**src/rtl/lcc_pkg.sv**
```systemverilog
`timescale 1ns / 1ps
// lcc_pkg: shared types and constants for the LBA to CHS converter.
// Used by lcc_geom, lcc_div_stage and lba_to_chs_convert; no dependencies.
package lcc_pkg;

  // Configuration register indexes
  localparam logic [2:0] RegGeomValid = 3'd0;
  localparam logic [2:0] RegBiosCyl   = 3'd1;
  localparam logic [2:0] RegBiosHeads = 3'd2;
  localparam logic [2:0] RegBiosSect  = 3'd3;
  localparam logic [2:0] RegTotalSect = 3'd4;
  localparam logic [2:0] RegHardDisk  = 3'd5;
  localparam logic [2:0] RegCylMode   = 3'd6;

  // Cylinder mode codes (the unused code behaves as strict)
  localparam logic [1:0] ModeStrict = 2'd0;
  localparam logic [1:0] ModeAddOne = 2'd1;
  localparam logic [1:0] ModeMax    = 2'd2;

  // Field widths
  localparam int CylW  = 11;
  localparam int HeadW = 9;
  localparam int SectW = 6;
  localparam int CfgW  = 64;
  // Largest geometry is 2047*511*63 < 2^26 sectors
  localparam int CapW  = 26;
  localparam int TrackW = 20;

  // Restoring divider: one quotient bit per step
  localparam int WorkW         = 28;
  localparam int RemW          = HeadW;
  localparam int StepsPerStage = 7;
  localparam int SectStages    = 4;   // 28 steps, divide by sectors
  localparam int HeadStages    = 3;   // 21 steps, divide by heads
  localparam int NumStages     = SectStages + HeadStages;

  // Fallback geometries
  localparam logic [CylW-1:0]  MaxCyl       = 11'd1024;
  localparam logic [CylW-1:0]  HdCyl        = 11'd1024;
  localparam logic [HeadW-1:0] HdHeads      = 9'd255;
  localparam logic [SectW-1:0] HdSect       = 6'd63;
  localparam logic [CapW-1:0]  HdCap        = CapW'(1024 * 255 * 63);
  localparam logic [CylW-1:0]  FdCyl        = 11'd80;
  localparam logic [HeadW-1:0] FdHeads      = 9'd2;
  localparam logic [SectW-1:0] FdSect       = 6'd18;
  localparam logic [CapW-1:0]  FdCap        = CapW'(80 * 2 * 18);

  // Item moving through the divider stages
  typedef struct packed {
    logic [RemW-1:0]  rem;
    logic [WorkW-1:0] work;
    logic [CapW-1:0]  lba;     // low address bits, for the range check
    logic             hi;      // address bits above the largest geometry set
    logic [SectW-1:0] sect;    // remainder of the sector division
  } item_t;

  // Effective geometry
  typedef struct packed {
    logic [CylW-1:0]  cyls;
    logic [HeadW-1:0] heads;
    logic [SectW-1:0] sects;
    logic [CapW-1:0]  cap;
  } geom_t;

endpackage

```
**src/rtl/lcc_geom.sv**
```systemverilog
`timescale 1ns / 1ps
// lcc_geom: configuration registers and effective geometry derivation.
// Depends on lcc_pkg.
module lcc_geom (
  input  logic                        clk,
  input  logic                        rst_n,
  input  logic                        cfg_we,
  input  logic [2:0]                  cfg_index,
  input  logic [lcc_pkg::CfgW-1:0]    cfg_data,
  output logic [lcc_pkg::HeadW-1:0]   heads_early,
  output logic [lcc_pkg::SectW-1:0]   sects_early,
  output lcc_pkg::geom_t              geom
);

  logic                          geom_valid_r;
  logic [lcc_pkg::CylW-1:0]      bios_cyl_r;
  logic [lcc_pkg::HeadW-1:0]     bios_heads_r;
  logic [lcc_pkg::SectW-1:0]     bios_sect_r;
  logic [lcc_pkg::CfgW-1:0]      total_sect_r;
  logic                          hard_disk_r;
  logic [1:0]                    cyl_mode_r;

  logic [19:0]                   ch_r;
  logic [14:0]                   hs_r;
  logic [lcc_pkg::CapW-1:0]      chs_r;
  lcc_pkg::geom_t                geom_r;
  lcc_pkg::geom_t                geom_nxt;
  logic                          bump;

  // Register writes
  always_ff @(posedge clk) begin
    if (!rst_n) begin
      geom_valid_r <= 1'b0;
      bios_cyl_r   <= 11'd1024;
      bios_heads_r <= 9'd255;
      bios_sect_r  <= 6'd63;
      total_sect_r <= '0;
      hard_disk_r  <= 1'b1;
      cyl_mode_r   <= lcc_pkg::ModeAddOne;
    end else if (cfg_we) begin
      case (cfg_index)
        lcc_pkg::RegGeomValid: geom_valid_r <= cfg_data[0];
        lcc_pkg::RegBiosCyl:   bios_cyl_r   <= cfg_data[lcc_pkg::CylW-1:0];
        lcc_pkg::RegBiosHeads: bios_heads_r <= cfg_data[lcc_pkg::HeadW-1:0];
        lcc_pkg::RegBiosSect:  bios_sect_r  <= cfg_data[lcc_pkg::SectW-1:0];
        lcc_pkg::RegTotalSect: total_sect_r <= cfg_data;
        lcc_pkg::RegHardDisk:  hard_disk_r  <= cfg_data[0];
        lcc_pkg::RegCylMode:   cyl_mode_r   <= cfg_data[1:0];
        default: ;
      endcase
    end
  end

  // Heads and sectors do not depend on the cylinder mode; divider uses them directly
  always_comb begin
    if (geom_valid_r) begin
      heads_early = bios_heads_r;
      sects_early = bios_sect_r;
    end else if (hard_disk_r) begin
      heads_early = lcc_pkg::HdHeads;
      sects_early = lcc_pkg::HdSect;
    end else begin
      heads_early = lcc_pkg::FdHeads;
      sects_early = lcc_pkg::FdSect;
    end
  end

  // Products, one multiply per register
  always_ff @(posedge clk) begin
    ch_r  <= 20'(bios_cyl_r) * 20'(bios_heads_r);
    hs_r  <= 15'(bios_heads_r) * 15'(bios_sect_r);
    chs_r <= lcc_pkg::CapW'(ch_r) * lcc_pkg::CapW'(bios_sect_r);
  end

  // Mode handling and capacity
  assign bump = (bios_cyl_r < 11'd1024) && (total_sect_r > {38'd0, chs_r});

  always_comb begin
    geom_nxt.heads = heads_early;
    geom_nxt.sects = sects_early;
    if (geom_valid_r) begin
      case (cyl_mode_r)
        lcc_pkg::ModeAddOne: begin
          geom_nxt.cyls = bios_cyl_r + {10'd0, bump};
          geom_nxt.cap  = chs_r + (bump ? {11'd0, hs_r} : '0);
        end
        lcc_pkg::ModeMax: begin
          geom_nxt.cyls = lcc_pkg::MaxCyl;
          geom_nxt.cap  = {1'b0, hs_r, 10'd0};
        end
        default: begin
          geom_nxt.cyls = bios_cyl_r;
          geom_nxt.cap  = chs_r;
        end
      endcase
    end else if (hard_disk_r) begin
      geom_nxt.cyls = lcc_pkg::HdCyl;
      geom_nxt.cap  = lcc_pkg::HdCap;
    end else begin
      geom_nxt.cyls = lcc_pkg::FdCyl;
      geom_nxt.cap  = lcc_pkg::FdCap;
    end
  end

  always_ff @(posedge clk) begin
    geom_r <= geom_nxt;
  end

  assign geom = geom_r;

endmodule

```
**src/rtl/lcc_div_stage.sv**
```systemverilog
`timescale 1ns / 1ps
// lcc_div_stage: one pipeline stage of the restoring divider, a fixed number
// of quotient bits per stage, with its own valid/ready register. Depends on lcc_pkg.
module lcc_div_stage (
  input  logic                       clk,
  input  logic                       rst_n,
  input  logic                       up_valid,
  output logic                       up_ready,
  input  lcc_pkg::item_t             up_item,
  input  logic [lcc_pkg::RemW-1:0]   divisor,
  output logic                       dn_valid,
  input  logic                       dn_ready,
  output lcc_pkg::item_t             dn_item
);

  logic           valid_r;
  lcc_pkg::item_t item_r;
  lcc_pkg::item_t item_nxt;

  // Stage is free when empty or when its content moves on
  assign up_ready = !valid_r || dn_ready;

  // Shift-subtract steps
  always_comb begin : div_steps
    logic [lcc_pkg::RemW:0] trial;
    item_nxt = up_item;
    for (int i = 0; i < lcc_pkg::StepsPerStage; i++) begin
      trial = {item_nxt.rem, item_nxt.work[lcc_pkg::WorkW-1]};
      item_nxt.work = {item_nxt.work[lcc_pkg::WorkW-2:0], 1'b0};
      if (trial >= {1'b0, divisor}) begin
        trial = trial - {1'b0, divisor};
        item_nxt.work[0] = 1'b1;
      end
      item_nxt.rem = trial[lcc_pkg::RemW-1:0];
    end
  end

  always_ff @(posedge clk) begin
    if (!rst_n) begin
      valid_r <= 1'b0;
    end else if (up_ready) begin
      valid_r <= up_valid;
    end
  end

  always_ff @(posedge clk) begin
    if (up_ready && up_valid) begin
      item_r <= item_nxt;
    end
  end

  assign dn_valid = valid_r;
  assign dn_item  = item_r;

endmodule

```
**src/rtl/lba_to_chs_convert.sv**
```systemverilog
`timescale 1ns / 1ps
// lba_to_chs_convert: top level, LBA to packed cylinder/head/sector bytes.
// Depends on lcc_pkg, lcc_geom and lcc_div_stage.
//
// Converts a 64-bit logical block address into the three CHS bytes used by
// BIOS disk services. One address is taken every clock cycle unless output
// backpressure holds the pipeline; each result passes through the divider
// stages and then the output register. Four divider stages divide by sectors
// per track and three by heads, seven quotient bits per stage; the output
// register also applies the end-of-disk clamp. Every stage has its own
// valid bit and takes a new item whenever it is empty, so bubbles close up
// under output backpressure. Register writes reach the geometry through the
// product registers and the geometry register.
module lba_to_chs_convert (
  input  logic                        clk,
  input  logic                        rst_n,
  input  logic                        cfg_we,
  input  logic [2:0]                  cfg_index,
  input  logic [lcc_pkg::CfgW-1:0]    cfg_data,
  input  logic                        in_valid,
  output logic                        in_ready,
  input  logic [63:0]                 in_lba,
  output logic                        out_valid,
  input  logic                        out_ready,
  output logic [7:0]                  out_head_byte,
  output logic [7:0]                  out_sector_byte,
  output logic [7:0]                  out_cylinder_byte
);

  logic [lcc_pkg::HeadW-1:0] heads_early;
  logic [lcc_pkg::SectW-1:0] sects_early;
  lcc_pkg::geom_t            geom;

  logic           st_valid [0:lcc_pkg::NumStages];
  logic           st_ready [0:lcc_pkg::NumStages];
  lcc_pkg::item_t st_item  [0:lcc_pkg::NumStages];

  logic                      out_valid_r;
  logic [7:0]                head_r;
  logic [7:0]                sector_r;
  logic [7:0]                cyl_r;
  logic [7:0]                head_nxt;
  logic [7:0]                sector_nxt;
  logic [7:0]                cyl_nxt;
  logic                      clamp;
  logic [lcc_pkg::HeadW-1:0] head_last;
  logic [lcc_pkg::CylW-1:0]  cyl_last;
  logic [lcc_pkg::SectW-1:0] sect_one;
  lcc_pkg::item_t            last_item;

  lcc_geom u_geom (
    .clk         (clk),
    .rst_n       (rst_n),
    .cfg_we      (cfg_we),
    .cfg_index   (cfg_index),
    .cfg_data    (cfg_data),
    .heads_early (heads_early),
    .sects_early (sects_early),
    .geom        (geom)
  );

  // Entry: dividend is the address below the largest possible capacity
  always_comb begin
    st_item[0].rem  = '0;
    st_item[0].work = {2'd0, in_lba[lcc_pkg::CapW-1:0]};
    st_item[0].lba  = in_lba[lcc_pkg::CapW-1:0];
    st_item[0].hi   = |in_lba[63:lcc_pkg::CapW];
    st_item[0].sect = '0;
  end
  assign st_valid[0] = in_valid;
  assign in_ready    = st_ready[0];

  // Divider chain: sectors first, then track by heads
  for (genvar k = 0; k < lcc_pkg::NumStages; k++) begin : g_stage
    lcc_pkg::item_t            stage_in;
    logic [lcc_pkg::RemW-1:0]  stage_div;

    if (k == lcc_pkg::SectStages) begin : g_reload
      // Sector remainder is kept, the track restarts as a new dividend
      always_comb begin
        stage_in      = st_item[k];
        stage_in.rem  = '0;
        stage_in.work = {1'b0, st_item[k].work[lcc_pkg::TrackW-1:0],
                         (lcc_pkg::WorkW - lcc_pkg::TrackW - 1)'(0)};
        stage_in.sect = st_item[k].rem[lcc_pkg::SectW-1:0];
      end
    end else begin : g_pass
      assign stage_in = st_item[k];
    end

    if (k < lcc_pkg::SectStages) begin : g_by_sect
      assign stage_div = {3'd0, sects_early};
    end else begin : g_by_head
      assign stage_div = heads_early;
    end

    lcc_div_stage u_stage (
      .clk      (clk),
      .rst_n    (rst_n),
      .up_valid (st_valid[k]),
      .up_ready (st_ready[k]),
      .up_item  (stage_in),
      .divisor  (stage_div),
      .dn_valid (st_valid[k+1]),
      .dn_ready (st_ready[k+1]),
      .dn_item  (st_item[k+1])
    );
  end

  // Output stage: clamp and byte packing
  assign last_item = st_item[lcc_pkg::NumStages];
  assign clamp     = last_item.hi || (last_item.lba >= geom.cap);
  assign head_last = geom.heads - 9'd1;
  assign cyl_last  = geom.cyls - 11'd1;
  assign sect_one  = last_item.sect + 6'd1;

  always_comb begin
    if (clamp) begin
      head_nxt   = head_last[7:0];
      sector_nxt = {cyl_last[9:8], geom.sects};
      cyl_nxt    = cyl_last[7:0];
    end else begin
      head_nxt   = last_item.rem[7:0];
      sector_nxt = {last_item.work[9:8], sect_one};
      cyl_nxt    = last_item.work[7:0];
    end
  end

  assign st_ready[lcc_pkg::NumStages] = !out_valid_r || out_ready;

  always_ff @(posedge clk) begin
    if (!rst_n) begin
      out_valid_r <= 1'b0;
    end else if (st_ready[lcc_pkg::NumStages]) begin
      out_valid_r <= st_valid[lcc_pkg::NumStages];
    end
  end

  always_ff @(posedge clk) begin
    if (st_ready[lcc_pkg::NumStages] && st_valid[lcc_pkg::NumStages]) begin
      head_r   <= head_nxt;
      sector_r <= sector_nxt;
      cyl_r    <= cyl_nxt;
    end
  end

  assign out_valid         = out_valid_r;
  assign out_head_byte     = head_r;
  assign out_sector_byte   = sector_r;
  assign out_cylinder_byte = cyl_r;

endmodule

```
**config.mk**
```make
export PLATFORM = sky130hd
export DESIGN_NAME = lba_to_chs_convert
export DESIGN_NICKNAME = d
export VERILOG_FILES = /design/src/rtl/lcc_pkg.sv /design/src/rtl/lcc_geom.sv /design/src/rtl/lcc_div_stage.sv /design/src/rtl/lba_to_chs_convert.sv
export SDC_FILE = /design/constraint.sdc
export NUM_CORES = 2
export LEC_CHECK = 0
export ABC_AREA = 0
export BUFFER_PORTS_ARGS = -buffer_cell sky130_fd_sc_hd__buf_4
export CAP_MARGIN = 0
export CORE_MARGIN = 1
export CORE_UTILIZATION = 65
export CTS_BUF_LIST = sky130_fd_sc_hd__clkbuf_4
export CTS_CLUSTER_DIAMETER = 50
export CTS_CLUSTER_SIZE = 16
export DETAILED_ROUTE_END_ITERATION = 8
export GPL_ROUTABILITY_DRIVEN = 0
export GPL_TIMING_DRIVEN = 0
export HOLD_SLACK_MARGIN = 0.12
export PLACE_DENSITY = 0.9
export REMOVE_ABC_BUFFERS = 1
export SLEW_MARGIN = 40
export SYNTH_ARGS = -nofsm -noshare
export SYNTH_HDL_FRONTEND = slang
export SYNTH_HIERARCHICAL = 1
export SYNTH_SLANG_ARGS = --single-unit
```
**constraint.sdc**
```tcl
create_clock -name clk -period 29.2 [get_ports clk]
set_input_delay 4.38 -clock clk [delete_from_list [all_inputs] [get_ports clk]]
set_output_delay 4.38 -clock clk [all_outputs]
set_load 0.02 [all_outputs]
```
==> results.json <==
{
  "required_ps": 29930,
  "r2r_cells": 66,
  "vias": 48105,
  "dr.pass1.iters": 8,
  "fin_nets": 7263,
  "pin_count": 162,
  "stdcell_area_mm2": 0.0605,
  "drive_above_1_share_pct": 10.8,
  "cts_tree": "yes",
  "start_util_pct": 65.5,
  "area_delta_synth_final_pct": 6.49,
  "syn_avg_cell_area_um2": 9.25,
  "die_w_um": 298,
  "max_cap_viol_count": 0,
  "setup_viol": 0,
  "cts_buffer_depth": 3,
  "status": "finished clean",
  "holdPathEnd": "g_stage[6].u_stage/dn_item[32]$_DFFE_PP_",
  "worstSetupPathType": "reg -> reg",
  "post-route-min-period_ps": 20110,
  "placed_area_mm2": 0.0593,
  "critPathMaxStageDelay_ps": 740,
  "cts_buffers": 74,
  "fmax_ghz": 0.0497,
  "io_buffers": 161,
  "path_max_fanout": 53,
  "clockRootBuffer": "clkbuf_4",
  "hold_class": "reg -> reg",
  "gr-total-overflow": 0,
  "whs_path_depth": 0,
  "drc_errors": 0,
  "core_area_mm2": 0.0868,
  "syn_area_mm2": 0.0568,
  "finClkSkew_ps": 75.6,
  "slew-limit-headroom_pct": 40.8,
  "ant_nets": 0,
  "die_h_um": 298,
  "core.rowCount": 108,
  "drt-total-wl_um": 146000,
  "clock-sinks": 618,
  "grtUsageTotal_pct": 32.3,
  "reg2reg_slack_ps": 9090,
  "fin_crit_sh_pct": 68.9,
  "cts.clk_slew.worst_paths_ps": 180,
  "min-delay-start": "g_stage[5].u_stage/dn_item[32]$_DFFE_PP_",
  "postCtsSetupBuffers": 0,
  "synthCells": 6147,
  "r2r_end": "g_stage[3].u_stage/dn_item[64]$_DFFE_PP_",
  "arrival_ps": 20840,
  "start_kind": "flip-flop",
  "die_area_mm2": 0.0886,
  "rsz0062_at_grt": "false",
  "grt_pass1_vias": 47760,
  "cts_resized": 0,
  "tightest_slew_ps": 885,
  "tns_ps": 0,
  "cts_max_level": 3,
  "hpwl_um": 111000,
  "grt_max_degree": 56,
  "viasPerCell": 6.40,
  "r2r_start": "u_geom/geom_valid_r$_SDFFE_PN0P_",
  "drtIter0Drc": 4699,
  "multiInputGateArea_mm2": 0.0377,
  "holdBufCountCts": 0,
  "grt_pass1_wl_um": 235000,
  "clkLatencyLatePin_ps": 950,
  "cp_num_buf_inv": 6,
  "cp-startpoint": "u_geom/geom_valid_r$_SDFFE_PN0P_",
  "register_area_mm2": 0.0164,
  "finalHoldViolations": 0,
  "fillers": 6223,
  "antenna_found_initial": 4,
  "critPathSlowestCell": "dfxtp_4",
  "end_kind": "flip-flop",
  "post_drt_wl_per_cell_um": 19.4,
  "finalMaxSlewViolations": 0,
  "crit_family": "compound AO/OA/AOI/OAI gates",
  "yosys_warnings": 6
}
[placed cells by master, fill, tap and decap left out, types with 89 or more instances in the layout]
cell type and instances:
nand2_1 757, ha_1 611, inv_1 563, edfxtp_1 405
nor2_1 361, a21oi_1 310, fa_1 216, dfxtp_1 200
o21ai_0 185, xnor2_1 182, buf_4 166, a21o_1 164
xor2_1 137, mux2_2 128, nor3_1 123, and2_1 122
a21boi_0 102, nand4_1 95, nor2b_1 94, clkbuf_4 90
nand2b_1 89
[routing by layer]
layer / global-route usage, % / up-vias / part of all wire [%]
met1: 39.8 / 22624 / 38
li1: - / 22267 / -
met4: 18.1 / 2 / 5.7
met2: 53.5 / 2611 / 47
met5: 0 / - / 0.0068
met3: 5.80 / 601 / 9.5
[how the worst max path moves through the flow]
stage / end / cells after the start
finish: g_stage[3].u_stage/dn_item[64]$_DFFE_PP_ / 66
global route: g_stage[3].u_stage/dn_item[63]$_DFFE_PP_ / 66
CTS: g_stage[3].u_stage/dn_item[64]$_DFFE_PP_ / 66
detailed placement: g_stage[3].u_stage/dn_item[64]$_DFFE_PP_ / 66
global placement: g_stage[3].u_stage/dn_item[64]$_DFFE_PP_ / 64
floorplan: g_stage[3].u_stage/dn_item[64]$_DFFE_PP_ / 61
[through the flow]
step                instances  worst slack, ps  hold slack, ps  utilization (%)
floorplan                6043            12780             400                -
global placement         7359             8380             401             67.9
detailed placement       7375             9760             405             68.3
CTS                      7510             9670             398             69.7
global route             7515             8340             393             69.8
finish                   7517             9090             375             69.8
[layout make-up]
class,count,share of cell area (%)
clock inverter,45,0.893
timing repair buffer,180,2.50
tap,1155,2.39
inverter,591,3.71
sequential,618,27.2
clock buffer,90,1.12
multi-input combinational,4834,62.2
antenna,4,0.0165
[state kept, by name, indices dropped and copies added, names as in the netlist, 2 cells and up]
signal,flops
out_cylinder_byte,8
u_geom/cyl_mode_r,2
g_stage.u_stage/dn_valid,7
u_geom/bios_cyl_r,11
out_head_byte,8
u_geom/total_sect_r,64
u_geom/ch_r,20
u_geom/bios_sect_r,6
u_geom/hs_r,15
u_geom/bios_heads_r,9
g_stage.u_stage/dn_item,381
u_geom/geom,50
out_sector_byte,8
u_geom/chs_r,26
Power is left out: the tool's default activity adds up to more than one toggle a clock period on the data nets, which glitch-free logic cannot reach.
